==> config.mk <==
export PLATFORM = sky130hd
export DESIGN_NAME = gcd_queue
export DESIGN_NICKNAME = d
export VERILOG_FILES = /design/src/rtl/gcd_pkg.sv /design/src/rtl/gcd_queue.sv
export SDC_FILE = /design/constraint.sdc
export NUM_CORES = 1
export LEC_CHECK = 0
export CAP_MARGIN = 10
export CORE_AREA = 2 2 176 178
export CTS_BUF_LIST = sky130_fd_sc_hd__clkbuf_16
export DETAILED_ROUTE_END_ITERATION = 7
export DIE_AREA = 0 0 178 180
export DONT_BUFFER_PORTS = 1
export PLACE_DENSITY = 0.71
export REMOVE_ABC_BUFFERS = 1
export SYNTH_ARGS = -nofsm -noshare
export SYNTH_HDL_FRONTEND = slang
export SYNTH_SLANG_ARGS = --single-unit
==> constraint.sdc <==
create_clock -name clk -period 4.4 [get_ports clk]
set_input_delay 0.88 -clock clk [delete_from_list [all_inputs] [get_ports clk]]
set_output_delay 0.88 -clock clk [all_outputs]
set_load 0.1 [all_outputs]
==> src/rtl/gcd_pkg.sv <==
package gcd_pkg;

  localparam int CordicStepsDefault = 24;
  localparam int CordicMax = 32;

  localparam int LatW = 24;
  localparam int LonW = 25;
  localparam int DistW = 23;

  // Q30 data path width: values stay well inside 36 bits.
  localparam int DW = 36;
  localparam int QW = 62;

  localparam logic signed [DW-1:0] Q30One = 36'sd1073741824;
  localparam logic signed [DW-1:0] Q30Pi = 36'sd3373259426;
  localparam logic signed [DW-1:0] Q30Pi2 = 36'sd1686629713;
  localparam logic signed [DW-1:0] Q30TwoPi = 36'sd6746518852;
  localparam logic signed [DW-1:0] CordGain = 36'sd652032874;

  localparam int QueueDepth = 4;
  localparam int QueueAw = 2;

  // Front-to-back record: three converted angles.
  typedef struct packed {
    logic signed [DW-1:0] la;
    logic signed [DW-1:0] lb;
    logic signed [DW-1:0] ld;
  } gcd_item_t;

  // Arctangent of 2^-i in Q30.
  function automatic logic signed [DW-1:0] atan_q30(input logic [4:0] i);
    logic signed [DW-1:0] v;
    begin
      case (i)
        5'd0: v = 36'sd843314857;
        5'd1: v = 36'sd497837829;
        5'd2: v = 36'sd263043837;
        5'd3: v = 36'sd133525159;
        5'd4: v = 36'sd67021687;
        5'd5: v = 36'sd33543516;
        5'd6: v = 36'sd16775851;
        5'd7: v = 36'sd8388437;
        5'd8: v = 36'sd4194283;
        5'd9: v = 36'sd2097149;
        5'd31: v = 36'sd1;
        default: v = 36'sd1 <<< (5'd30 - i);
      endcase
      atan_q30 = v;
    end
  endfunction

  // Fold an angle into [-pi/2, pi/2]; neg flags a negated cosine.
  function automatic logic [DW:0] fold_angle(input logic signed [DW-1:0] a);
    logic signed [DW-1:0] r;
    logic neg;
    begin
      r = a;
      neg = 1'b0;
      if (r > Q30Pi) r = r - Q30TwoPi;
      if (r < -Q30Pi) r = r + Q30TwoPi;
      if (r > Q30Pi) r = r - Q30TwoPi;
      if (r < -Q30Pi) r = r + Q30TwoPi;
      if (r > Q30Pi2) begin
        r = Q30Pi - r;
        neg = 1'b1;
      end else if (r < -Q30Pi2) begin
        r = -Q30Pi - r;
        neg = 1'b1;
      end
      fold_angle = {neg, r};
    end
  endfunction

endpackage

==> src/rtl/gcd_queue.sv <==
// Short queue between front and back ends.
module gcd_queue (
  input  logic               clk,
  input  logic               rst_n,
  input  logic               wr_valid,
  output logic               wr_ready,
  input  gcd_pkg::gcd_item_t wr_item,
  output logic               rd_valid,
  input  logic               rd_ready,
  output gcd_pkg::gcd_item_t rd_item
);
  import gcd_pkg::*;

  gcd_item_t mem_r [QueueDepth];
  logic [QueueAw-1:0] wp_r, rp_r;
  logic [QueueAw:0]   cnt_r;
  logic wr_go, rd_go;

  assign wr_ready = cnt_r != (QueueAw+1)'(QueueDepth);
  assign rd_valid = cnt_r != '0;
  assign wr_go = wr_valid && wr_ready;
  assign rd_go = rd_valid && rd_ready;
  assign rd_item = mem_r[rp_r];

  // Pointer and count update on each transfer.
  always_ff @(posedge clk) begin
    if (!rst_n) begin
      wp_r <= '0;
      rp_r <= '0;
      cnt_r <= '0;
    end else begin
      if (wr_go) wp_r <= wp_r + 1'b1;
      if (rd_go) rp_r <= rp_r + 1'b1;
      if (wr_go && !rd_go) cnt_r <= cnt_r + 1'b1;
      else if (rd_go && !wr_go) cnt_r <= cnt_r - 1'b1;
    end
    if (wr_go) mem_r[wp_r] <= wr_item;
  end
endmodule

* After elaboration in Yosys (flattened, before gate mapping)
Memory sizes are Yosys's and may differ from the RTL's. A register that Yosys moved wholly into a read port is not among the register bits.
Index checks and enable logic that the tools add are counted.
** Storage, ports and cells
- Flip-flop bits (word level) :: 7
- Bits in writable memories :: 432
- Word-level logic and storage cells :: 23
- Memories kept :: 1
** Operators by class
- Add/sub/neg operators :: 4
- Equality and inequality tests :: 1
- Multiplexer cells :: 6
- Reduce and logical (&&, ||, !) cells :: 8
** Memory list
- mem_r :: depth 4, width 108, rd ports 1, clocked after Yosys merged registers in 1, wr ports 1, RTL line gcd_queue.sv:14 : gcd_item_t mem_r [QueueDepth];
** Operator list (number)
- two-way mux 3 bit :: 2
- adder 2 x 1 -> 2 bit (second input constant) :: 2
- logical AND 1 bit :: 4
- two-way mux 2 bit :: 2
- adder 3 x 1 -> 3 bit (second input constant) :: 1
- inequality test 3 bit (second input constant) :: 1
- nonzero test 3 bit :: 1
- subtractor 3 x 1 -> 3 bit (second input constant) :: 1
- logical NOT 1 bit :: 2
- two-way mux 1 bit :: 2
- nonzero test 2 bit :: 1

* Logic depth before layout (Yosys ltp)
Gate-level depths: netlist of the first run.
- Word-level depth :: 6
- Mapped depth :: 8
- Gate-level depth less buffers :: 8

* Worst setup path before layout of the first run
No wires, ideal clock.
- Path kind :: input to register
- From :: input wr_valid
- To :: memory mem_r[2][0] in the netlist's numbering (enable)
- Setup time :: 479 ps
- Data arrival time :: 3694 ps
- Slack :: 227 ps
- Stages on the path :: 2
- Buffers on the path :: 0
- Cell sequence :: a21boi_2 and2_1
** Between the ends
- Longest elaborated chain between the ends :: 3
** RTL lines
- start: declaration :: RTL line gcd_queue.sv:5 : input logic wr_valid,
- logical AND 1 bit :: RTL line gcd_queue.sv:21 : assign wr_go = wr_valid && wr_ready;
- two-way mux 1 bit :: RTL line gcd_queue.sv:37 : if (wr_go) mem_r[wp_r] <= wr_item;
- two-way mux 1 bit (not written as such) :: RTL line gcd_queue.sv:37
- end: declaration :: RTL line gcd_queue.sv:14
No other way between the ends.

==> results_tabular.tex, run 1 <==
\begin{tabular}{lr}
\hline
Metric & Value \\
\hline
\multicolumn{2}{l}{\textbf{Run status}} \\
\quad Result of the run & complete, no violations \\
\multicolumn{2}{l}{\textbf{Critical path}} \\
\quad Worst Setup Path Type & register to output pin \\
\quad Number of cells traversed by the worst register-to-register path & 4 \\
\quad R2r startpoint & cnt\_r[0]\$\_SDFFE\_PN0P\_ \\
\quad Req. time, crit path & 3.52 ns \\
\quad CP max-delay cell & sky130\_fd\_sc\_hd\_\_dfxtp\_4 \\
\quad Maximum fanout encountered on the critical timing path & 46 \\
\quad Data arrival time at the worst-slack endpoint & 2.56 ns \\
\quad Kind of launch point of the worst setup path & register \\
\quad RR Endpoint & mem\_r[1][63]\$\_DFFE\_PP\_ \\
\quad Slowest stage delay, CP & 0.81 ns \\
\quad Number of buffers and inverters on the critical path & 1 \\
\quad Slack of the worst reg-to-reg path & 1.90 ns \\
\quad Chain of cells forming the critical path & buf\_4 -> mux4\_2 \\
\quad Crit path capture type & output pin \\
\quad Family with the most delay on the worst path & flip-flops \\
\multicolumn{2}{l}{\textbf{Detailed routing}} \\
\quad Drc violations & 0 \\
\quad Mean routed wirelength per cell & 26.53 um \\
\quad Routed via count & 6,306 \\
\quad Number of vias per cell & 5.855 \\
\quad Number of nets with antenna violations after routing & 0 \\
\quad Number of search-and-repair iterations in the first detailed-routing pass & 4 \\
\quad Routed wire length & 28,580 um \\
\quad DR iter-0 viols & 450 \\
\multicolumn{2}{l}{\textbf{Timing}} \\
\quad Shortest clock period the worst path allows after layout & 3.437 ns \\
\quad Unrepaired setup endpoints after global routing & false \\
\quad Worst clock skew & 0.01103 ns \\
\quad Slew Viols, Final & 0 \\
\quad Total of endpoints with negative setup slack in the final report & 0 \\
\quad F\_max & 290.9 MHz \\
\quad Number of hold-slack violations in the final timing report & 0 \\
\quad Slew Limit Headroom & 32.81\% \\
\quad Measured slew at the worst slew-check pin & 1.010 ns \\
\quad Minimum setup slack in the final design & 0.9628 ns \\
\quad Post-route clock period utilization & 78.12\% \\
\multicolumn{2}{l}{\textbf{Worst hold path}} \\
\quad Cell count of the worst hold path & 0 \\
\quad Terminating pin of the worst hold path & mem\_r[0][4]\$\_DFFE\_PP\_ \\
\quad Startpoint of the most critical hold path & wr\_item[4] \\
\quad Type of the tightest min-delay check & primary input to register \\
\multicolumn{2}{l}{\textbf{Synthesis}} \\
\quad Total standard cell area after synthesis & 16,020 um\^{}2 \\
\quad Synth warnings & 0 \\
\quad Per-instance average area after synthesis & 26.17 um\^{}2 \\
\quad Post-synthesis instance total & 612 \\
\quad Number of flip-flops and latches in the synthesized netlist & 441 \\
\quad Sequential cell area fraction in the yosys report & 82.11\% \\
\quad Distinct cell type count of the synthesized netlist & 23 \\
\multicolumn{2}{l}{\textbf{Floorplan}} \\
\quad Die area & 32,040 um\^{}2 \\
\quad Die Wd & 178 um \\
\quad Floorplan core area & 30,190 um\^{}2 \\
\quad Starting utilization of the core area & 53.06\% \\
\quad Number of top-level pins & 222 \\
\quad Y dimension of the die & 180 um \\
\quad Site Rows & 64 \\
\multicolumn{2}{l}{\textbf{Clocking}} \\
\quad Clock sink total & 441 \\
\quad TritonCTS clock tree & built \\
\quad Max clock buf depth & 3 \\
\quad Post\_cts resized & 0 \\
\quad Clock buffer count from CTS & 43 \\
\quad CTS Hold Bufs & 0 \\
\quad Setup fix buffers added after clock tree synthesis & 0 \\
\quad Clock root buffer & sky130\_fd\_sc\_hd\_\_clkbuf\_16 \\
\quad CTS H-tree lvls & 2 \\
\quad Source-to-sink clock delay at the later pin of the worst-skew pair & 0.52 ns \\
\quad CTS clock-pin slew for the worst setup and hold paths & 0.06 ns \\
\multicolumn{2}{l}{\textbf{Flow run}} \\
\quad Number of max-capacitance violations reported & 0 \\
\multicolumn{2}{l}{\textbf{Placement}} \\
\quad Number of input and output port buffers inserted & 0 \\
\quad Placed wire-length estimate & 17,280 um \\
\quad Pre-CTS setup slack & 1.489 ns \\
\quad Final Wtd Congestion & 0.7167 \\
\quad \# placed instances & 997 \\
\multicolumn{2}{l}{\textbf{Final layout}} \\
\quad Non-Filler Instances & 1,077 \\
\quad Layout cell share with drive strength beyond 1 & 28.53\% \\
\quad P\&R area growth vs syn & 12.40\% \\
\quad Final Net Count & 764 \\
\multicolumn{2}{l}{\textbf{Global routing}} \\
\quad Total congestion overflow after global routing & 0 \\
\quad Largest net degree at the start of global routing & 75 \\
\quad Wire length of the first global-routing pass & 42,770 um \\
\quad Total GRT Usage & 17.95\% \\
\quad Number of global-route vias before repair & 6,992 \\
\quad Initial antenna violation count & 1 \\
\hline
\end{tabular}
## layout by cell type (no fill, tap or decap)
| cell type | netlist | routed |
|---|---|---|
| sky130_fd_sc_hd__a21boi_2 | 1 | 1 |
| sky130_fd_sc_hd__clkinv_1 | 0 | 6 |
| sky130_fd_sc_hd__edfxtp_1 | 432 | 432 |
| sky130_fd_sc_hd__or3_1 | 2 | 2 |
| sky130_fd_sc_hd__clkbuf_16 | 0 | 45 |
| sky130_fd_sc_hd__nor2b_1 | 1 | 1 |
| sky130_fd_sc_hd__mux4_2 | 108 | 108 |
| sky130_fd_sc_hd__xnor2_1 | 3 | 3 |
| sky130_fd_sc_hd__dfxtp_1 | 9 | 7 |
| sky130_fd_sc_hd__buf_4 | 0 | 11 |
| sky130_fd_sc_hd__ha_1 | 5 | 5 |
| sky130_fd_sc_hd__mux2i_1 | 3 | 3 |
| sky130_fd_sc_hd__buf_12 | 0 | 3 |
| sky130_fd_sc_hd__o31ai_1 | 1 | 1 |
| sky130_fd_sc_hd__clkinv_2 | 0 | 8 |
| sky130_fd_sc_hd__diode_2 | 0 | 1 |
| sky130_fd_sc_hd__fa_1 | 1 | 1 |
| sky130_fd_sc_hd__o311ai_0 | 1 | 1 |
| sky130_fd_sc_hd__inv_6 | 0 | 1 |
| sky130_fd_sc_hd__clkinvlp_4 | 0 | 2 |
| sky130_fd_sc_hd__inv_1 | 3 | 11 |
| sky130_fd_sc_hd__nand2_1 | 5 | 5 |
| sky130_fd_sc_hd__and2_4 | 0 | 4 |
| sky130_fd_sc_hd__nor2_1 | 1 | 1 |
| sky130_fd_sc_hd__a21boi_0 | 1 | 1 |
| sky130_fd_sc_hd__o21ai_0 | 1 | 1 |
| sky130_fd_sc_hd__bufinv_16 | 0 | 7 |
| sky130_fd_sc_hd__and2_1 | 8 | 4 |
| sky130_fd_sc_hd__dfxtp_4 | 0 | 2 |
| sky130_fd_sc_hd__clkinv_4 | 0 | 2 |
| sky130_fd_sc_hd__xor2_1 | 1 | 1 |
## worst max-delay path by stage
stage	from	end	slack [ns]	cells after the start
after floorplan	register	rd_item[0]	-2.01	1
after global placement	register	rd_item[75]	1.52	2
after detailed placement	register	rd_item[75]	1.49	2
after CTS	register	rd_item[107]	0.87	2
after global routing	register	rd_item[29]	0.87	2
final	register	rd_item[29]	0.96	2
## cell usage after synthesis, drive strengths merged
cell type    n  share of area [%]
xor2         1              0.055
dfxtp        9                1.1
o21ai        1              0.031
nor2b        1              0.039
xnor2        3               0.16
clkbuf       9               0.21
and2         8               0.31
edfxtp     432                 81
ha           5               0.39
mux4       108                 15
inv          3              0.070
fa           1               0.12
o31ai        1              0.047
o311ai       1              0.055
buf         16               0.68
nand2        5               0.12
a21boi       2               0.12
or3          2              0.078
mux2i        3               0.19
nor2         1              0.023
## metal layers
| layer | global-route usage (%) | wire, um | vias to the layer above | part of all wire (%) |
|---|---|---|---|---|
| met5 | 0 | 0 | - | 0 |
| met4 | 4.984 | 705 | 0 | 2.5 |
| met3 | 7.466 | 3154 | 47 | 11 |
| met2 | 30.54 | 14600 | 254 | 51 |
| met1 | 20.95 | 10120 | 3301 | 35 |
| li1 | - | - | 2704 | - |
## through the flow
step                TNS [ns]  hold WS, ns  util (%)  area [um^2]
CTS                        0       0.4218     59.63        18000
floorplan            -217.01       0.4677         -        15880
global placement           0       0.4755     54.76        16530
detailed placement         0       0.5196     54.76        16530
finish                     0       0.4458     59.64        18000
global route               0       0.4161     59.63        18000
## state kept, by name, summed over array words and instances, names as in the netlist, named ones only
signal  flops
cnt_r       3
mem_r     432
rp_r        2
wp_r        2
## layout make-up
class / instances / area, um^2
multi-input cells: 143 / 2721
clock buffers: 45 / 1126
flip-flops and latches: 441 / 13160
diodes: 1 / 2.502
repair buffers: 14 / 142.6
inverters: 3 / 11.26
clock inverters: 34 / 344.1
fillers: 2019 / 12190
well taps: 396 / 495.5
## kinds of logic after synthesis
| family | synth area share, % |
|---|---|
| flip-flops | 82.11 |
| XOR/XNOR | 0.2188 |
| AO/OA/AOI/OAI | 0.2500 |
| AND/OR/NAND/NOR | 0.5702 |
| multiplexers | 15.37 |
| buffers and inverters | 0.9607 |
| adder cells (fa/ha/maj) | 0.5155 |
Power of run 1 is not shown: default switching activity piles up to over one toggle a cycle in this logic, so the estimate is an artifact.
==> inputs of run 2 (changes only) <==
clock period = 2.93 ns   (was 4.4 ns; I/O delays follow)
==> run 2 against run 1 <==
  * Via count about the same
  * Worst setup slack got worse by 0.76 ns
  * Worst hold slack got worse by 0.29 ns
  * Non-clock buffer count increased by 3
  * Critical path depth unchanged
  * Flip-flop and latch count unchanged
  * Clock skew increased by 0.0036 ns
  * Routed wire length decreased by 2.5%
  * Design area decreased by 0.18%
  * First-iteration DRC count increased by 30%
==> results_tabular.tex, run 2 (synthesized netlist as in run 1, its figures left out) <==
\begin{tabular}{lr}
\hline
Metric & Value \\
\hline
\multicolumn{2}{l}{\textbf{Run status}} \\
\quad Result of the run & complete, no violations \\
\multicolumn{2}{l}{\textbf{Floorplan}} \\
\quad Starting utilization of the core area & 53.06\% (unchanged) \\
\quad Number of top-level pins & 222 (unchanged) \\
\quad Die Wd & 178 um (unchanged) \\
\quad Die area & 32,040 um\^{}2 (unchanged) \\
\quad Site Rows & 64 (unchanged) \\
\quad Floorplan core area & 30,190 um\^{}2 (unchanged) \\
\quad Y dimension of the die & 180 um (unchanged) \\
\multicolumn{2}{l}{\textbf{Timing}} \\
\quad F\_max & 366.6 MHz \\
\quad Worst clock skew & 0.01467 ns (+0.003647 ns) \\
\quad Total of endpoints with negative setup slack in the final report & 0 (unchanged) \\
\quad Slew Limit Headroom & 62.85\% (+30 points) \\
\quad Number of hold-slack violations in the final timing report & 0 (unchanged) \\
\quad Shortest clock period the worst path allows after layout & 2.728 ns \\
\quad Post-route clock period utilization & 93.10\% \\
\quad Total Neg Setup Slack & 0 ns (unchanged) \\
\quad Slew Viols, Final & 0 (unchanged) \\
\quad Unrepaired setup endpoints after global routing & false \\
\quad Measured slew at the worst slew-check pin & 0.5585 ns (-0.4514 ns) \\
\multicolumn{2}{l}{\textbf{Critical path}} \\
\quad Maximum fanout encountered on the critical timing path & 46 (unchanged) \\
\quad Req. time, crit path & 2.34 ns (-1.18 ns) \\
\quad Kind of launch point of the worst setup path & register \\
\quad Slowest stage delay, CP & 0.84 ns (+0.03 ns) \\
\quad Chain of cells forming the critical path & buf\_12 -> mux4\_2 \\
\quad Data arrival time at the worst-slack endpoint & 2.14 ns (-0.42 ns) \\
\quad Worst Setup Path Type & register to output pin \\
\quad Crit path capture type & output pin \\
\quad CP max-delay cell & sky130\_fd\_sc\_hd\_\_mux4\_2 \\
\multicolumn{2}{l}{\textbf{Global routing}} \\
\quad Initial antenna violation count & 1 (unchanged) \\
\quad Wire length of the first global-routing pass & 41,990 um (-1.8\%) \\
\quad Grt met1 use & 21.43\% (+0.47 points) \\
\quad Met3 layer usage reported by global route & 7.085\% (-0.38 points) \\
\quad Total congestion overflow after global routing & 0 (unchanged) \\
\quad Busiest layer in global routing & met2 \\
\quad Met2 usage in global routing & 29.61\% (-0.93 points) \\
\quad Number of global-route vias before repair & 7,054 (+0.89\%) \\
\quad Largest net degree at the start of global routing & 75 (unchanged) \\
\quad Total GRT Usage & 17.60\% (-0.35 points) \\
\multicolumn{2}{l}{\textbf{Clocking}} \\
\quad Clock sink total & 441 (unchanged) \\
\quad CTS H-tree lvls & 2 (unchanged) \\
\quad Setup fix buffers added after clock tree synthesis & 0 (unchanged) \\
\quad CTS clock-pin slew for the worst setup and hold paths & 0.06 ns (about the same) \\
\quad Max clock buf depth & 3 (unchanged) \\
\quad CTS Hold Bufs & 0 (unchanged) \\
\quad Post\_cts resized & 0 (unchanged) \\
\quad TritonCTS clock tree & built \\
\quad Clock buffer count from CTS & 43 (unchanged) \\
\quad Clock root buffer & sky130\_fd\_sc\_hd\_\_clkbuf\_16 \\
\quad Source-to-sink clock delay at the later pin of the worst-skew pair & 0.52 ns (about the same) \\
\multicolumn{2}{l}{\textbf{Flow run}} \\
\quad Number of max-capacitance violations reported & 0 (unchanged) \\
\multicolumn{2}{l}{\textbf{Final layout}} \\
\quad Largest regs & mem\_r x432, cnt\_r x3 \\
\quad Most used cells in the layout excluding fill and tap cells & 432 x sky130\_fd\_sc\_hd\_\_edfxtp\_1, 108 x sky130\_fd\_sc\_hd\_\_mux4\_2, 43 x sky130\_fd\_sc\_hd\_\_clkbuf\_16 \\
\quad P\&R area growth vs syn & 12.19\% \\
\quad Layout cell share with drive strength beyond 1 & 28.30\% (-0.23 points) \\
\quad Commonest non-fill, non-tap cell in the layout & sky130\_fd\_sc\_hd\_\_edfxtp\_1 \\
\quad Register ranked first by flip-flop count & mem\_r \\
\quad Final Net Count & 767 (+0.39\%) \\
\quad Number of flip-flops under the largest register name & 432 (unchanged) \\
\quad Non-Filler Instances & 1,079 (+0.19\%) \\
\multicolumn{2}{l}{\textbf{Detailed routing}} \\
\quad Mean routed wirelength per cell & 25.83 um (-2.6\%) \\
\quad Number of nets with antenna violations after routing & 0 (unchanged) \\
\quad Routed wire length & 27,870 um (-2.5\%) \\
\quad Drc violations & 0 (unchanged) \\
\quad Routed via count & 6,301 (-0.079\%) \\
\quad DR iter-0 viols & 585 (+30\%) \\
\quad Number of search-and-repair iterations in the first detailed-routing pass & 5 (+1) \\
\quad Number of vias per cell & 5.840 (-0.26\%) \\
\multicolumn{2}{l}{\textbf{Placement}} \\
\quad Placed wire-length estimate & 16,320 um (-5.6\%) \\
\quad Number of input and output port buffers inserted & 0 (unchanged) \\
\quad Final Wtd Congestion & 0.7078 (-1.2\%) \\
\quad \# placed instances & 1,000 (+0.30\%) \\
\multicolumn{2}{l}{\textbf{Worst hold path}} \\
\quad Type of the tightest min-delay check & primary input to register \\
\hline
\end{tabular}
-- run 2: per-layer routing --
layer	vias to the layer above	share of wire (%)	wire length [um]
met1	3333	38	10520
met2	228	51	14080
met4	0	1.5	425
met5	-	0	0
met3	36	10	2843
li1	2704	-	-
-- run 2: metrics by stage --
| step | hold WS [ns] | cell area [um^2] | utilization [%] | worst slack (ns) |
|---|---|---|---|---|
| 3_3_place_gp | 0.4777 | 16650 | 55.16 | 0.7047 |
| 6_report | 0.1563 | 17970 | 59.53 | 0.2022 |
| 3_5_place_dp | 0.5070 | 16650 | 55.16 | 0.4779 |
| 2_1_floorplan | 0.4677 | 15880 | - | -3.185 |
| 5_1_grt | 0.1289 | 17970 | 59.52 | 0.09575 |
| 4_1_cts | 0.1312 | 17970 | 59.52 | 0.1475 |
-- run 2: cell type report --
type	count	area, um^2
antenna	1	2.502
clock buffer	43	1076
clock inverter	35	239.0
fill	2012	12220
inverter	3	11.26
multi-input combinational	143	2721
sequential	441	13160
tap	396	495.5
timing repair buffer	17	265.3
-- run 2: worst paths after layout --
check	startpoint	end	slack (ns)	depth (start not counted)
max	register	rd_item[48]	0.20	2
max reg2reg	cnt_r[0]$_SDFFE_PN0P_	cnt_r[2]$_SDFFE_PN0P_	0.48	8
min	wr_item[76]	mem_r[1][76]$_DFFE_PP_	0.16	0
min reg2reg	wp_r[1]$_SDFFE_PN0P_	wp_r[1]$_SDFFE_PN0P_	0.52	2
-- run 2: critical path: cells and delay by family (launching register included) --
| family | cells | cell delay [ns] |
|---|---|---|
| buffers and inverters | 1 | 0.33 |
| DFF | 1 | 0.39 |
| muxes | 1 | 0.84 |
Power of run 2 is left out for the same reason.
